===== src/hdl/pfr_pkg.sv =====
package pfr_pkg;

    // table and buffer sizes
    localparam int MAX_RULES     = 16;
    localparam int BUF_BYTES     = 2048;
    localparam int MAX_RULE_SIZE = 8;

    // field widths
    localparam int OFF_W  = 12;
    localparam int SIZE_W = 4;
    localparam int VAL_W  = 64;
    localparam int BYTE_W = 8;
    localparam int CMD_W  = 2;
    localparam int STAT_W = 2;

    // derived widths
    localparam int CNT_W = $clog2(MAX_RULES + 1);
    localparam int POS_W = $clog2(BUF_BYTES + 1);
    localparam int CMP_W = ((POS_W > OFF_W) ? POS_W : OFF_W) + 1;
    localparam int SEL_W = $clog2(MAX_RULE_SIZE);

    // stream packing
    localparam int IN_DATA_W  = 88;
    localparam int OUT_DATA_W = 16;

    typedef enum logic [CMD_W-1:0] {
        CMD_BYTE  = 2'd0,
        CMD_ADD   = 2'd1,
        CMD_CLEAR = 2'd2,
        CMD_NONE  = 2'd3
    } t_cmd;

    typedef enum logic [STAT_W-1:0] {
        ST_OK        = 2'd0,
        ST_FULL      = 2'd1,
        ST_BAD_SIZE  = 2'd2,
        ST_TOO_LARGE = 2'd3
    } t_status;

    localparam logic KIND_BYTE   = 1'b0;
    localparam logic KIND_STATUS = 1'b1;

    // one word as it travels down the chain of cells
    typedef struct packed {
        logic                vld;
        logic                kind;
        logic [BYTE_W-1:0]   data;
        logic                last;
        logic [POS_W-1:0]    pos;
        logic [CNT_W-1:0]    cnt;
        t_status             status;
        logic                wr;
        logic [CNT_W-1:0]    idx;
        logic [OFF_W-1:0]    offset;
        logic [SIZE_W-1:0]   size;
        logic [VAL_W-1:0]    value;
    } t_item;

endpackage


===== src/hdl/pfr_head.sv =====
module pfr_head (
    input  logic                         i_clk,
    input  logic                         i_rst_n,
    input  logic                         i_acc,
    input  pfr_pkg::t_cmd                i_cmd,
    input  logic [pfr_pkg::BYTE_W-1:0]   i_data,
    input  logic                         i_last,
    input  logic [pfr_pkg::OFF_W-1:0]    i_offset,
    input  logic [pfr_pkg::SIZE_W-1:0]   i_size,
    input  logic [pfr_pkg::VAL_W-1:0]    i_value,
    output pfr_pkg::t_item               o_item
);

    logic [pfr_pkg::POS_W-1:0] r_pos, n_pos;
    logic [pfr_pkg::CNT_W-1:0] r_cnt, n_cnt;
    logic [pfr_pkg::CMP_W-1:0] end_pos;

    assign end_pos = pfr_pkg::CMP_W'(i_offset) + pfr_pkg::CMP_W'(i_size);

    // decode the command, check adds and advance position and rule count
    always_comb begin
        n_pos         = r_pos;
        n_cnt         = r_cnt;
        o_item        = '0;
        o_item.data   = i_data;
        o_item.last   = i_last;
        o_item.pos    = r_pos;
        o_item.cnt    = r_cnt;
        o_item.idx    = r_cnt;
        o_item.offset = i_offset;
        o_item.size   = i_size;
        o_item.value  = i_value;
        o_item.status = pfr_pkg::ST_OK;
        unique case (i_cmd)
            pfr_pkg::CMD_BYTE: begin
                o_item.vld  = 1'b1;
                o_item.kind = pfr_pkg::KIND_BYTE;
                if (i_last) begin
                    n_pos = '0;
                end else if (r_pos < pfr_pkg::POS_W'(pfr_pkg::BUF_BYTES)) begin
                    n_pos = r_pos + 1'b1;
                end
            end
            pfr_pkg::CMD_ADD: begin
                o_item.vld  = 1'b1;
                o_item.kind = pfr_pkg::KIND_STATUS;
                o_item.data = '0;
                o_item.last = 1'b0;
                if (r_cnt >= pfr_pkg::CNT_W'(pfr_pkg::MAX_RULES)) begin
                    o_item.status = pfr_pkg::ST_FULL;
                end else if (i_size == '0 ||
                             i_size > pfr_pkg::SIZE_W'(pfr_pkg::MAX_RULE_SIZE)) begin
                    o_item.status = pfr_pkg::ST_BAD_SIZE;
                end else if (end_pos > pfr_pkg::CMP_W'(pfr_pkg::BUF_BYTES)) begin
                    o_item.status = pfr_pkg::ST_TOO_LARGE;
                end else begin
                    o_item.wr = 1'b1;
                    n_cnt     = r_cnt + 1'b1;
                end
            end
            pfr_pkg::CMD_CLEAR: begin
                o_item.vld  = 1'b1;
                o_item.kind = pfr_pkg::KIND_STATUS;
                o_item.data = '0;
                o_item.last = 1'b0;
                n_cnt       = '0;
            end
            default: begin
                o_item.vld = 1'b0;
            end
        endcase
    end

    // position and count registers
    always_ff @(posedge i_clk) begin
        if (!i_rst_n) begin
            r_pos <= '0;
            r_cnt <= '0;
        end else if (i_acc) begin
            r_pos <= n_pos;
            r_cnt <= n_cnt;
        end
    end

endmodule


===== src/hdl/pfr_cell.sv =====
module pfr_cell (
    input  logic                        i_clk,
    input  logic                        i_rst_n,
    input  logic                        i_adv,
    input  logic [pfr_pkg::CNT_W-1:0]   i_cell_idx,
    input  pfr_pkg::t_item              i_item,
    output pfr_pkg::t_item              o_item
);

    // rule held by this cell
    logic [pfr_pkg::OFF_W-1:0]  r_off;
    logic [pfr_pkg::SIZE_W-1:0] r_size;
    logic [pfr_pkg::VAL_W-1:0]  r_val;

    pfr_pkg::t_item             r_item, n_item;
    logic                       r_vld;

    logic [pfr_pkg::CMP_W-1:0]  pos_x, off_x, end_x, diff;
    logic [pfr_pkg::SIZE_W-1:0] sel_full;
    logic [pfr_pkg::SEL_W-1:0]  sel;
    logic                       hit;

    // range check of the word position against this rule
    always_comb begin
        pos_x    = pfr_pkg::CMP_W'(i_item.pos);
        off_x    = pfr_pkg::CMP_W'(r_off);
        end_x    = off_x + pfr_pkg::CMP_W'(r_size);
        diff     = pos_x - off_x;
        sel_full = r_size - 1'b1 - pfr_pkg::SIZE_W'(diff);
        sel      = sel_full[pfr_pkg::SEL_W-1:0];
        hit      = (i_item.kind == pfr_pkg::KIND_BYTE) && (i_cell_idx < i_item.cnt) &&
                   (pos_x >= off_x) && (pos_x < end_x);
    end

    // rewrite the byte, later cells override earlier ones
    always_comb begin
        n_item = i_item;
        if (hit) begin
            n_item.data = r_val[sel*pfr_pkg::BYTE_W +: pfr_pkg::BYTE_W];
        end
    end

    // capture a new rule addressed to this cell
    always_ff @(posedge i_clk) begin
        if (i_adv && i_item.vld && i_item.wr && i_item.idx == i_cell_idx) begin
            r_off  <= i_item.offset;
            r_size <= i_item.size;
            r_val  <= i_item.value;
        end
    end

    // pass the word on to the next cell
    always_ff @(posedge i_clk) begin
        if (!i_rst_n) begin
            r_vld <= 1'b0;
        end else if (i_adv) begin
            r_vld <= i_item.vld;
        end
    end

    always_ff @(posedge i_clk) begin
        if (i_adv) begin
            r_item <= n_item;
        end
    end

    always_comb begin
        o_item     = r_item;
        o_item.vld = r_vld;
    end

endmodule


===== src/hdl/packet_field_rewriter_unit.sv =====
// channel   dir  handshake                      payload
// s_axis    in   s_axis_tvalid / s_axis_tready  tdata, tuser = cmd, tlast = last_byte
// m_axis    out  m_axis_tvalid / m_axis_tready  tdata, tuser = result_kind, tlast = out_last
//
// one word accepted per cycle, back to back, unless the chain is held; each word
// passes through the chain of rule cells, one cell per table entry, each registered.
// reset clears the rule count, the byte position and all word valid bits.
// the whole chain holds while the last cell has a word the sink does not take.
// a word with the unused command is accepted and gives no result.
module packet_field_rewriter_unit (
    input  logic                              i_clk,
    input  logic                              i_rst_n,
    input  logic                              s_axis_tvalid,
    output logic                              s_axis_tready,
    // data_byte[7:0], rule_offset[19:8], rule_size[23:20], rule_value[87:24]
    input  logic [pfr_pkg::IN_DATA_W-1:0]     s_axis_tdata,
    // cmd[1:0]
    input  logic [pfr_pkg::CMD_W-1:0]         s_axis_tuser,
    input  logic                              s_axis_tlast,
    output logic                              m_axis_tvalid,
    input  logic                              m_axis_tready,
    // out_byte[7:0], status[9:8], zero[15:10]
    output logic [pfr_pkg::OUT_DATA_W-1:0]    m_axis_tdata,
    // result_kind[0]
    output logic                              m_axis_tuser,
    output logic                              m_axis_tlast
);

    pfr_pkg::t_item chain [pfr_pkg::MAX_RULES+1];
    logic           adv;
    logic           acc;

    // global advance of the chain
    assign adv           = !chain[pfr_pkg::MAX_RULES].vld || m_axis_tready;
    assign s_axis_tready = adv;
    assign acc           = s_axis_tvalid && adv;

    // entry: decode, status checks, position and count
    pfr_head u_head (
        .i_clk    (i_clk),
        .i_rst_n  (i_rst_n),
        .i_acc    (acc),
        .i_cmd    (pfr_pkg::t_cmd'(s_axis_tuser)),
        .i_data   (s_axis_tdata[7:0]),
        .i_last   (s_axis_tlast),
        .i_offset (s_axis_tdata[19:8]),
        .i_size   (s_axis_tdata[23:20]),
        .i_value  (s_axis_tdata[87:24]),
        .o_item   (chain[0])
    );

    // gate the entry word with the input handshake
    pfr_pkg::t_item entry;
    always_comb begin
        entry     = chain[0];
        entry.vld = chain[0].vld && s_axis_tvalid;
    end

    // chain of rule cells
    for (genvar k = 0; k < pfr_pkg::MAX_RULES; k++) begin : g_cell
        pfr_cell u_cell (
            .i_clk      (i_clk),
            .i_rst_n    (i_rst_n),
            .i_adv      (adv),
            .i_cell_idx (pfr_pkg::CNT_W'(k)),
            .i_item     ((k == 0) ? entry : chain[k]),
            .o_item     (chain[k+1])
        );
    end

    // result word from the last cell register
    assign m_axis_tvalid = chain[pfr_pkg::MAX_RULES].vld;
    assign m_axis_tuser  = chain[pfr_pkg::MAX_RULES].kind;
    assign m_axis_tlast  = chain[pfr_pkg::MAX_RULES].last;
    assign m_axis_tdata  = {6'b0, chain[pfr_pkg::MAX_RULES].status,
                            chain[pfr_pkg::MAX_RULES].data};

endmodule

===== config.mk =====
export PLATFORM = sky130hd
export DESIGN_NAME = packet_field_rewriter_unit
export DESIGN_NICKNAME = d
export VERILOG_FILES = /design/src/hdl/pfr_pkg.sv /design/src/hdl/pfr_head.sv /design/src/hdl/pfr_cell.sv /design/src/hdl/packet_field_rewriter_unit.sv
export SDC_FILE = /design/constraint.sdc
export NUM_CORES = 2
export LEC_CHECK = 0
export BUFFER_PORTS_ARGS = -buffer_cell sky130_fd_sc_hd__buf_4
export CORE_UTILIZATION = 60
export CTS_CLUSTER_DIAMETER = 30
export DETAILED_ROUTE_END_ITERATION = 6
export PLACE_DENSITY = 0.76
export SYNTH_ARGS = -nofsm -noshare
export SYNTH_HDL_FRONTEND = slang
export SYNTH_HIERARCHICAL = 1
export SYNTH_SLANG_ARGS = --single-unit
export TNS_END_PERCENT = 50

===== constraint.sdc =====
create_clock -name i_clk -period 28 [get_ports i_clk]
set_input_delay 5.6 -clock i_clk [delete_from_list [all_inputs] [get_ports i_clk]]
set_output_delay 5.6 -clock i_clk [all_outputs]
set_load 0.05 [all_outputs]

==> out/metrics.yaml <==
outcome: "finished, final reports clean"
syn-cell-area_um2: 120000
fmax_ghz: 0.0839
critical_path.max_stage_delay_ns: 0.29
drt-initial-drc-count: 3842
cp-endpoint: "s_axis_tready"
yosys_warnings: 6
vias_per_cell: 5.60
clockRootBuffer: "clkbuf_16"
wirelength_um: 220000
final-hold-violation-count: 0
clk_pin_slew_ns: 0.04
totalPowerFinal_mw: 11.4
final-max-slew-violation-count: 0
fp.coreArea_um2: 199000
initial_core_util_pct: 60.3
die_area_um2: 202000
grt_pass1_vias: 59744
dieHeight_um: 450
cts_sinks: 3050
cpMaxStageDelayCell: "buf_4"
htree_levels: 5
min_period_ns: 11.92
netlist_instances: 6154
final_antenna_net_count: 0
clock_latency_ns: 1.00
period_share_pct: 42.6
gp_congestion: 0.886
post_cts_resized: 0
die_x_um: 450
rr_startpoint: "g_cell[15].u_cell/r_vld"
cts_setup_buffers: 0
rsz0062_at_grt: "no"
critPathMaxFanout: 3
portBuffers: 108
hold_buffers: 0
finalSetupTns_ns: 0
cts_tree: "built"
syn_avg_cell_area_um2: 19.6
r2r-end: "g_cell[5].u_cell/o_item[9]"
r2r_slack_ns: 22.23
worst-setup-path-type: "in2out"
syn_to_final_growth_pct: 17.1
startpoint: "m_axis_tready"
vias: 55266
cap_viol_max_count: 0
crit_chain: "buf_4 -> nand2b_4 -> buf_4"
drc: 0
powerDensity_nw_per_um2: 80.7
grt_pass1_wl_um: 340000
ir_drop_mv: 0.0752
n_fill_cell: 11296
grt.total_usage_pct: 21.9
path_common_cell: "buf_4"
fin_nets: 7478
setup_viol: 0
grt_max_degree: 185
worstPathRequired_ns: 22.40
dpl.hpwl_um: 132000
drive_gt1_share_pct: 20.6
rows: 164
ios: 115
cp.arrival_ns: 6.32
reg2reg_depth: 7
finClkSkew_ns: 0.0670
slew_headroom_pct: 16.4
min_path_type: "reg2reg"
cts_made_buffers: 491
leakagePower_nw: 52.7
antenna_found_initial: 2
first_pass_iters: 6
cp-end-kind: "output port"
critPathLaunchType: "input port"
grt_remaining_overflow: 0
hp-start: "g_cell[2].u_cell/o_item[87]"
drt-wirelength-per-cell_um: 22.3
cts_buffer_depth: 4
worst_slew_pin_slew_ns: 1.25
-- placed cells by master, fill, tap and decap left out, types with 64 or more instances in the layout --
| master | instances |
|---|---|
| edfxtp_1 | 3017 |
| ha_1 | 539 |
| clkbuf_16 | 501 |
| inv_1 | 366 |
| xnor2_1 | 234 |
| mux2_2 | 232 |
| conb_1 | 166 |
| a21oi_1 | 162 |
| mux4_2 | 160 |
| buf_4 | 160 |
| nor2_1 | 147 |
| o21ai_0 | 108 |
| nand2_1 | 104 |
| mux4_1 | 96 |
| nand3_1 | 88 |
| clkinv_2 | 64 |
| xor2_1 | 64 |
-- cell type report --
cell class | count | area (um^2) | share of cell area (%)
Antenna cell | 1 | 2.50 | 0.00178
Clock buffer | 548 | 12700 | 9.03
Clock inverter | 360 | 3880 | 2.75
Inverter | 366 | 1370 | 0.975
Multi-Input combinational cell | 2720 | 27100 | 19.2
Sequential cell | 3050 | 91300 | 64.7
Tap cell | 2656 | 3320 | 2.36
Timing Repair Buffer | 166 | 1320 | 0.937
-- flip-flops by register name (all words and copies together) (netlist names) --
name	count
u_head/r_pos	12
g_cell.u_cell/r_off	192
u_head/r_cnt	5
g_cell.u_cell/r_vld	16
g_cell.u_cell/r_val	1024
g_cell.u_cell/r_size	64
g_cell.u_cell/o_item	1737
-- where the power goes --
group / switching (mW) / internal, mW
clock: 2.15 / 3.84
sequential: 0.0804 / 5.13
combinational: 0.0786 / 0.0832
-- stage by stage --
step,worst slack [ns],hold WS [ns],cell area [um^2],util (%),cells
5_1_grt,16.05,0.396,141000,70.7,9867
3_5_place_dp,16.04,0.405,124000,62.3,8958
4_1_cts,16.03,0.384,141000,70.7,9866
6_report,16.08,0.391,141000,70.7,9867
2_1_floorplan,3.60,0.400,121000,-,6318
3_3_place_gp,16.04,0.400,124000,62.3,8958
-- worst max-delay path, delay by kind of cell --
family / cells / cell delay (ns)
and+or+nand+nor: 1 / 0.27
buffers and inverters: 2 / 0.40
-- per-layer routing --
metal,GRT usage [%],up-vias,share of wire [%]
met4,8.68,0,3.3
met1,25.1,27862,38
li1,-,25367,-
met2,40.8,1533,55
met5,0,-,0
met3,3.42,504,3.6
-- how the worst min path moves through the flow --
stage	to	slack (ns)	cells after the start
floorplan	g_cell[10].u_cell/o_item[105]	0.40	0
global placement	g_cell[15].u_cell/r_size[1]	0.40	0
detailed placement	g_cell[15].u_cell/r_val[33]	0.40	0
CTS	g_cell[3].u_cell/o_item[87]	0.38	0
global route	g_cell[4].u_cell/o_item[105]	0.40	0
finish	g_cell[3].u_cell/o_item[87]	0.39	0
Note: power is estimated with default switching activity, not from simulation.
